**src/rtl/two_sat_scc_checker_unit_macros.svh**
```systemverilog
// Assertion macros for the two-SAT component checker.
// Used by the top level only; expands to nothing under synthesis.
`ifndef TWO_SAT_SCC_CHECKER_UNIT_MACROS_SVH
`define TWO_SAT_SCC_CHECKER_UNIT_MACROS_SVH
`ifndef SYNTHESIS
`define TSAT_ASSERT(lbl, cond, msg) \
	lbl: assert property (@(posedge clk) disable iff (!arst_n) (cond)) else $error(msg);
`define TSAT_ASSERT_IMP(lbl, ante, cons, msg) \
	lbl: assert property (@(posedge clk) disable iff (!arst_n) (ante) |-> (cons)) \
		else $error(msg);
`else
`define TSAT_ASSERT(lbl, cond, msg)
`define TSAT_ASSERT_IMP(lbl, ante, cons, msg)
`endif
`endif

```
**src/rtl/tsat_ram.sv**
```systemverilog
// Simple dual-port synchronous RAM, one write and one registered read port.
// No dependencies.
`timescale 1ns / 1ps
module tsat_ram #(
	parameter int DW = 8,
	parameter int AW = 4
) (
	input  logic          clk,
	input  logic          we,
	input  logic [AW-1:0] waddr,
	input  logic [DW-1:0] wdata,
	input  logic [AW-1:0] raddr,
	output logic [DW-1:0] rdata
);
	logic [DW-1:0] mem [(1 << AW)];

	always_ff @(posedge clk) begin
		if (we) begin
			mem[waddr] <= wdata;
		end
		rdata <= mem[raddr];
	end
endmodule

```
**config.mk**
```make
export PLATFORM = sky130hd
export DESIGN_NAME = tsat_ram
export DESIGN_NICKNAME = d
export VERILOG_FILES = /design/src/rtl/two_sat_scc_checker_unit_macros.svh /design/src/rtl/tsat_ram.sv
export SDC_FILE = /design/constraint.sdc
export NUM_CORES = 1
export LEC_CHECK = 0
export ABC_AREA = 1
export BUFFER_PORTS_ARGS = -buffer_cell sky130_fd_sc_hd__clkbuf_2
export CORE_UTILIZATION = 35
export CTS_BUF_LIST = sky130_fd_sc_hd__clkbuf_16
export DETAILED_ROUTE_END_ITERATION = 16
export PLACE_DENSITY = 0.57
export SETUP_SLACK_MARGIN = 0.3
export SYNTH_ARGS = -nofsm -noshare
export SYNTH_HDL_FRONTEND = slang
export SYNTH_SLANG_ARGS = --single-unit
```
**constraint.sdc**
```tcl
create_clock -name clk -period 1.4 [get_ports clk]
set_input_delay 0.14 -clock clk [delete_from_list [all_inputs] [get_ports clk]]
set_output_delay 0.14 -clock clk [all_outputs]
set_load 0.05 [all_outputs]
```
==> run summary, run 1 <==
worst min-delay path class: input pin to flop
Post-Route WL: 13.0 mm
vias per cell: 4.57
dpl hpwl: 8.30 mm
FF-to-FF setup slack: 0.38 ns
# rows: 46
largest family of logic cells by synthesized area: simple AND/OR/NAND/NOR gates
EDFF count, synth: 128
Initial Utilization: 36.0%
R2R Path Start: mem[7][3]
vias in the first global route: 3713
Slew HR: 70.5%
outcome: complete, no violations
CP Max Fanout: 1
Clock Skew: 0.00799 ns
Finished Layout Cells: 826
setup TNS: 0 ns
RSZ-0062 raised after global routing: yes
multiplexer area fraction after synthesis: 0%
CTS Root Cell: clkbuf_16
adder-cell share of the synthesized area: 0%
# setup viols final: 0
GR Overflow Total: 0
Unique masters post-synth: 12
post-synthesis cell count: 551
deepest clock path buffer count: 2
postcts setup bufs: 0
Ant. Diodes: 0
Avg Inst Size Synth: 10.5 um^2
hold_sp: raddr[3]
dpl cells: 794
mapped cell area: 5770 um^2
reg-to-reg endpoint: rdata[3]
top_reg_cell synth: edfxtp_1
initial antenna violation count: 0
pwr/cell area: 1400 nW/um^2
Least-Margin Pin Slew: 0.442 ns
largest cells by area after synthesis: edfxtp_1, nand2_1, nand3_1, inv_1, dfxtp_1
number of synthesis warnings: 0
largest net degree at the start of global routing: 41
max-cap viol count: 0
Slew Limit Fails: 0
critical path cell sequence: buf_8
instance count on the critical path: 1
post-layout min period: 1.07 ns
clock insertion delay at the later pin of the skew report: 0.42 ns
Final Hold Fails: 0
initial DRC count: 308
Worst Path Required: 1.26 ns
Post-Synth Simple-Gate Area: 21.0%
Reg2Reg Depth: 6
IO Port Bufs: 25
Top Ports: 26
Post-Synthesis Net Count: 569
DRC viols: 0
slowest stage delay, CP: 0.35 ns
CTS tree: yes
Tot Pwr: 0.00961 W
die area: 17000 um^2
Buf/Inv on CP: 1
Core ar.: 16000 um^2
Seq cells post-synth: 136
CP endpoint: rdata[0]
total CTS buffers: 17
WL per Instance: 15.8 um
slowest cell on the critical path: dfxtp_2
TritonRoute pass-1 iters: 4
routability cong.: 0.842
fin nets: 615
H-tree lvl count: 4
first-pass GRT wire length: 20.4 mm
async set-reset flop share out of synthesis: 0%
hold_ws: 0.112 ns
CP startpoint kind: flop
area fraction in compound gates after synthesis: 0%
worst vdd ir: 901 uV
start point of the critical path: rdata[0]
post-route clock period utilization: 76.2%
gr usage total: 17.0%
Sink Count: 136
share of the synthesized area in the top cell type: 66.7%
crit path capture type: output pin
CP arrival: 0.93 ns
XOR/XNOR Fraction of Synth Area: 0%
CP Class: flop to output pin
vias: 3772
Max Clk Rate: 938 MHz
DRT antenna net count: 0
Synth top cells by count: nand2_1, edfxtp_1, inv_1, nand3_1, nor2_1
most frequent cell after synthesis: nand2_1
Synth area leader: edfxtp_1
layout cell share with drive strength beyond 1: 13.3%
Area Overhead vs Synth: 19.5%
crit-path leading delay family: flip-flops
Die Y: 130 um
die width: 130 um
Seq/Total Area, Yosys: 69.4%
Hold Crit Depth: 3
Lkg Pwr: 2.99 nW
Worst-path clk slew: 0.06 ns
## cell usage in the layout (no fill, tap or decap), drive strengths merged
| cell type | instances |
|---|---|
| nand3b | 2 |
| dfxtp | 8 |
| clkinv | 8 |
| edfxtp | 128 |
| bufinv | 3 |
| nand2 | 173 |
| nor2 | 17 |
| buf | 31 |
| clkinvlp | 1 |
| clkbuf | 37 |
| nand3 | 97 |
| inv | 105 |
## worst min path at each step
stage                     end  slack (ns)
floorplan           mem[0][0]        0.24
global placement     rdata[3]        0.55
detailed placement   rdata[3]        0.55
CTS                  rdata[3]        0.10
global route         rdata[3]        0.12
finish               rdata[3]        0.11
## what timing repair did
action                     in CTS  in global routing
hold buffers                    0                  0
setup endpoints to repair       8                  5
resized for setup              19                  5
hold endpoints to repair        0                  0
## metrics by stage
stage	util (%)	setup slack [ns]	cell area (um^2)
2_1_floorplan	-	0.309	5770
3_3_place_gp	39.0	0.156	6240
3_5_place_dp	39.0	0.143	6240
4_1_cts	43.0	0.283	6880
5_1_grt	43.1	0.299	6890
6_report	43.1	0.334	6890
## cell type report
type | instances | area (um^2)
inverter | 102 | 383
clock inverter | 15 | 144
multi-input combinational | 289 | 1210
timing repair buffer | 51 | 447
clock buffer | 17 | 425
fill | 1542 | 9110
sequential | 136 | 4010
tap | 216 | 270
## state kept, by name, indices dropped and copies added (netlist names)
register,cells
mem,128
rdata,8
## metal layers
layer	global-route usage, %	vias to the layer above	wire length (um)
met1	21.3	1801	5400
li1	-	1860	-
met5	0	-	0
met2	28.6	97	6700
met4	7.30	0	125
met3	3.57	14	795
## where the power goes
part	total (W)	leakage [nW]	internal, W	switching, W
combinational	0.000710	1.47	0.000230	0.000480
clock	0.00431	0.290	0.00273	0.00158
sequential	0.00459	1.22	0.00456	0.0000356
## cell families (layout without fill, tap and decap cells)
group,count (synthesis),after routing
buffers and inverters,126,185
and+or+nand+nor,289,289
DFF,136,136
(Power assumes the default switching activity.)
==> inputs of run 2 (changes only) <==
--- a/config.mk
+++ b/config.mk
@@ -10,7 +10,7 @@
 export CORE_UTILIZATION = 35
 export CTS_BUF_LIST = sky130_fd_sc_hd__clkbuf_16
 export DETAILED_ROUTE_END_ITERATION = 16
-export PLACE_DENSITY = 0.57
+export PLACE_DENSITY = 0.59
 export SETUP_SLACK_MARGIN = 0.3
 export SYNTH_ARGS = -nofsm -noshare
 export SYNTH_HDL_FRONTEND = slang
==> constraint.sdc (replaced) <==
create_clock -name clk -period 0.9 [get_ports clk]
set_input_delay 0.09 -clock clk [delete_from_list [all_inputs] [get_ports clk]]
set_output_delay 0.09 -clock clk [all_outputs]
set_load 0.05 [all_outputs]
==> run 2 against run 1 <==
  * The run now ends with negative setup slack left
  * First-iteration DRC count is 9.1% lower
  * Register-to-register slack worse by 0.45 ns
  * Wire length is 6.7% higher
  * Highest routed layer unchanged
  * Flip-flop and latch count stayed put
==> run summary, run 2 (synthesis results as in run 1) <==
CP arrival: 0.94 ns (was 0.93 ns)
die width: 130 um (unchanged)
critical path cell sequence: clkbuf_16 (was buf_8)
CP startpoint kind: flop (unchanged)
Hold Crit Depth: 4 (was 3)
# fillers: 1482 (was 1542)
Area Overhead vs Synth: 34.3% (was 19.5%)
post-route clock period utilization: 115%
die area: 17000 um^2 (unchanged)
Most Used Layer, Global Route: met2 (unchanged)
Reg2Reg Depth: 6 (unchanged)
R2R Path Start: mem[3][1] (was mem[7][3])
CTS Root Cell: clkbuf_16 (unchanged)
reg-to-reg endpoint: rdata[1] (was rdata[3])
Slew Limit Fails: 0 (unchanged)
post-layout min period: 1.03 ns
outcome: finished with violations (was complete, no violations)
first-pass GRT wire length: 21.5 mm (was 20.4 mm)
WL per Instance: 16.6 um (was 15.8 um)
Worst Path Required: 0.81 ns (was 1.26 ns)
deepest clock path buffer count: 2 (unchanged)
crit-path leading delay family: flip-flops (unchanged)
IO Port Bufs: 25 (unchanged)
max-cap viol count: 0 (unchanged)
total CTS buffers: 17 (unchanged)
pwr/cell area: 1980 nW/um^2 (was 1400 nW/um^2)
clock insertion delay at the later pin of the skew report: 0.41 ns (was 0.42 ns)
Die Y: 130 um (unchanged)
cell area after layout: 7750 um^2 (was 6890 um^2)
vias per cell: 4.63 (was 4.57)
Lkg Pwr: 3.26 nW (was 2.99 nW)
crit path capture type: output pin (unchanged)
# setup viols final: 15 (was 0)
setup ws final: -0.131 ns (was 0.334 ns)
Core ar.: 16000 um^2 (unchanged)
DRT antenna net count: 0 (unchanged)
Least-Margin Pin Slew: 0.534 ns (was 0.442 ns)
DRC viols: 0 (unchanged)
Initial Utilization: 36.0% (unchanged)
Top Ports: 26 (unchanged)
M1 GR Usage: 21.9% (was 21.3%)
Setup WS pre-CTS: -0.293 ns (was 0.143 ns)
CTS tree: yes (unchanged)
hold_ws: 0.136 ns (was 0.112 ns)
TritonRoute pass-1 iters: 5 (was 4)
vias in the first global route: 3982 (was 3713)
most frequent cells in the layout: nand2_1, edfxtp_1, inv_1, nand3_2, nand3_1 (was nand2_1, edfxtp_1, inv_1, nand3_1, buf_4)
M2 GR Usage: 30.2% (was 28.6%)
largest net degree at the start of global routing: 57 (was 41)
Buf/Inv on CP: 1 (unchanged)
layout cell share with drive strength beyond 1: 29.9% (was 13.3%)
RSZ-0062 raised after global routing: yes (unchanged)
dpl hpwl: 8.88 mm (was 8.30 mm)
hold_sp: raddr[3] (unchanged)
fin nets: 628 (was 615)
vias: 3882 (was 3772)
max reg flops: 128 (unchanged)
Post-Route WL: 13.9 mm (was 13.0 mm)
routing usage on met3: 3.77% (was 3.57%)
failing checks: negative setup slack
Final Hold Fails: 0 (unchanged)
routability cong.: 0.839 (was 0.842)
Most flops, register: mem (unchanged)
worst min-delay path class: input pin to flop (unchanged)
slowest cell on the critical path: dfxtp_4 (was dfxtp_2)
Sink Count: 136 (unchanged)
slowest stage delay, CP: 0.37 ns (was 0.35 ns)
Max Clk Rate: 970 MHz
Worst Hold Path EP: rdata[2] (was rdata[3])
Largest regs: mem x128, rdata x8 (unchanged)
initial antenna violation count: 0 (unchanged)
Slew HR: 64.4% (was 70.5%)
CP Max Fanout: 1 (unchanged)
hold_buf cts: 0 (unchanged)
dpl cells: 803 (was 794)
GR Overflow Total: 0 (unchanged)
Cell Area, Placed: 6510 um^2 (was 6240 um^2)
gr usage total: 17.9% (was 17.0%)
most common cell after layout, fill and taps aside: nand2_1 (unchanged)
initial DRC count: 280 (was 308)
Ant. Diodes: 0 (unchanged)
Worst-path clk slew: 0.06 ns (about the same)
FF-to-FF setup slack: -0.07 ns (was 0.38 ns)
CP Class: flop to output pin (unchanged)
Finished Layout Cells: 839 (was 826)
Clock Skew: 0.00660 ns (was 0.00799 ns)
worst vdd ir: 1430 uV (was 901 uV)
# rows: 46 (unchanged)
H-tree lvl count: 4 (unchanged)
run 2: cell types whose count changed in the layout (fill, tap and decap cells not counted), moves of 11 or more:
cell / previous run / this run
buf_6: 0 / 14
nand2_1: 173 / 162
nand3_1: 97 / 42
nand3_2: 0 / 51
nor2_1: 17 / 0
nor2_4: 0 / 17
run 2: where the power goes:
part	switching [W]	total, W	internal, W
registers	0.0000620	0.00716	0.00709
logic	0.000927	0.00149	0.000566
clock network	0.00242	0.00667	0.00426
run 2: what timing repair did:
action | 4_1_cts | 5_1_grt
setup endpoints to repair | 144 | 144
setup buffers | 1 | 3
pin swaps | 25 | 33
endpoints found under the hold margin | 0 | 0
resized for setup | 83 | 47
run 2: layer usage:
layer  routed length (um)  share of wire, %
met1                 5910                43
met2                 7060                51
met3                  521               3.7
met4                  402               2.9
met5                    0                 0
run 2: area by class of cell:
cell class	count	area, um^2	area share (%)
Clock buffer	17	425	5.49
Clock inverter	15	145	1.87
Inverter	102	398	5.14
Multi-Input combinational cell	289	1730	22.3
Sequential cell	136	4020	51.8
Tap cell	216	270	3.49
Timing Repair Buffer	64	767	9.90
run 2: worst max-delay path by stage:
stage	from	to	slack [ns]	cells past startpoint
final	rdata[6]	rdata[6]	-0.13	1
after global routing	rdata[6]	rdata[6]	-0.16	1
after CTS	rdata[6]	rdata[6]	-0.15	1
after detailed placement	raddr[0]	rdata[6]	-0.29	8
after global placement	raddr[0]	rdata[6]	-0.29	8
after floorplan	waddr[2]	mem[10][0]	-0.06	2
run 2: stage by stage:
step | power (W) | setup TNS (ns) | util (%)
floorplan | 0.00795 | -4.07 | -
global placement | 0.00841 | -26.93 | 40.7
detailed placement | 0.00843 | -30.32 | 40.7
CTS | 0.0153 | -1.23 | 46.9
global route | 0.0157 | -1.74 | 48.4
finish | 0.0153 | -1.06 | 48.4
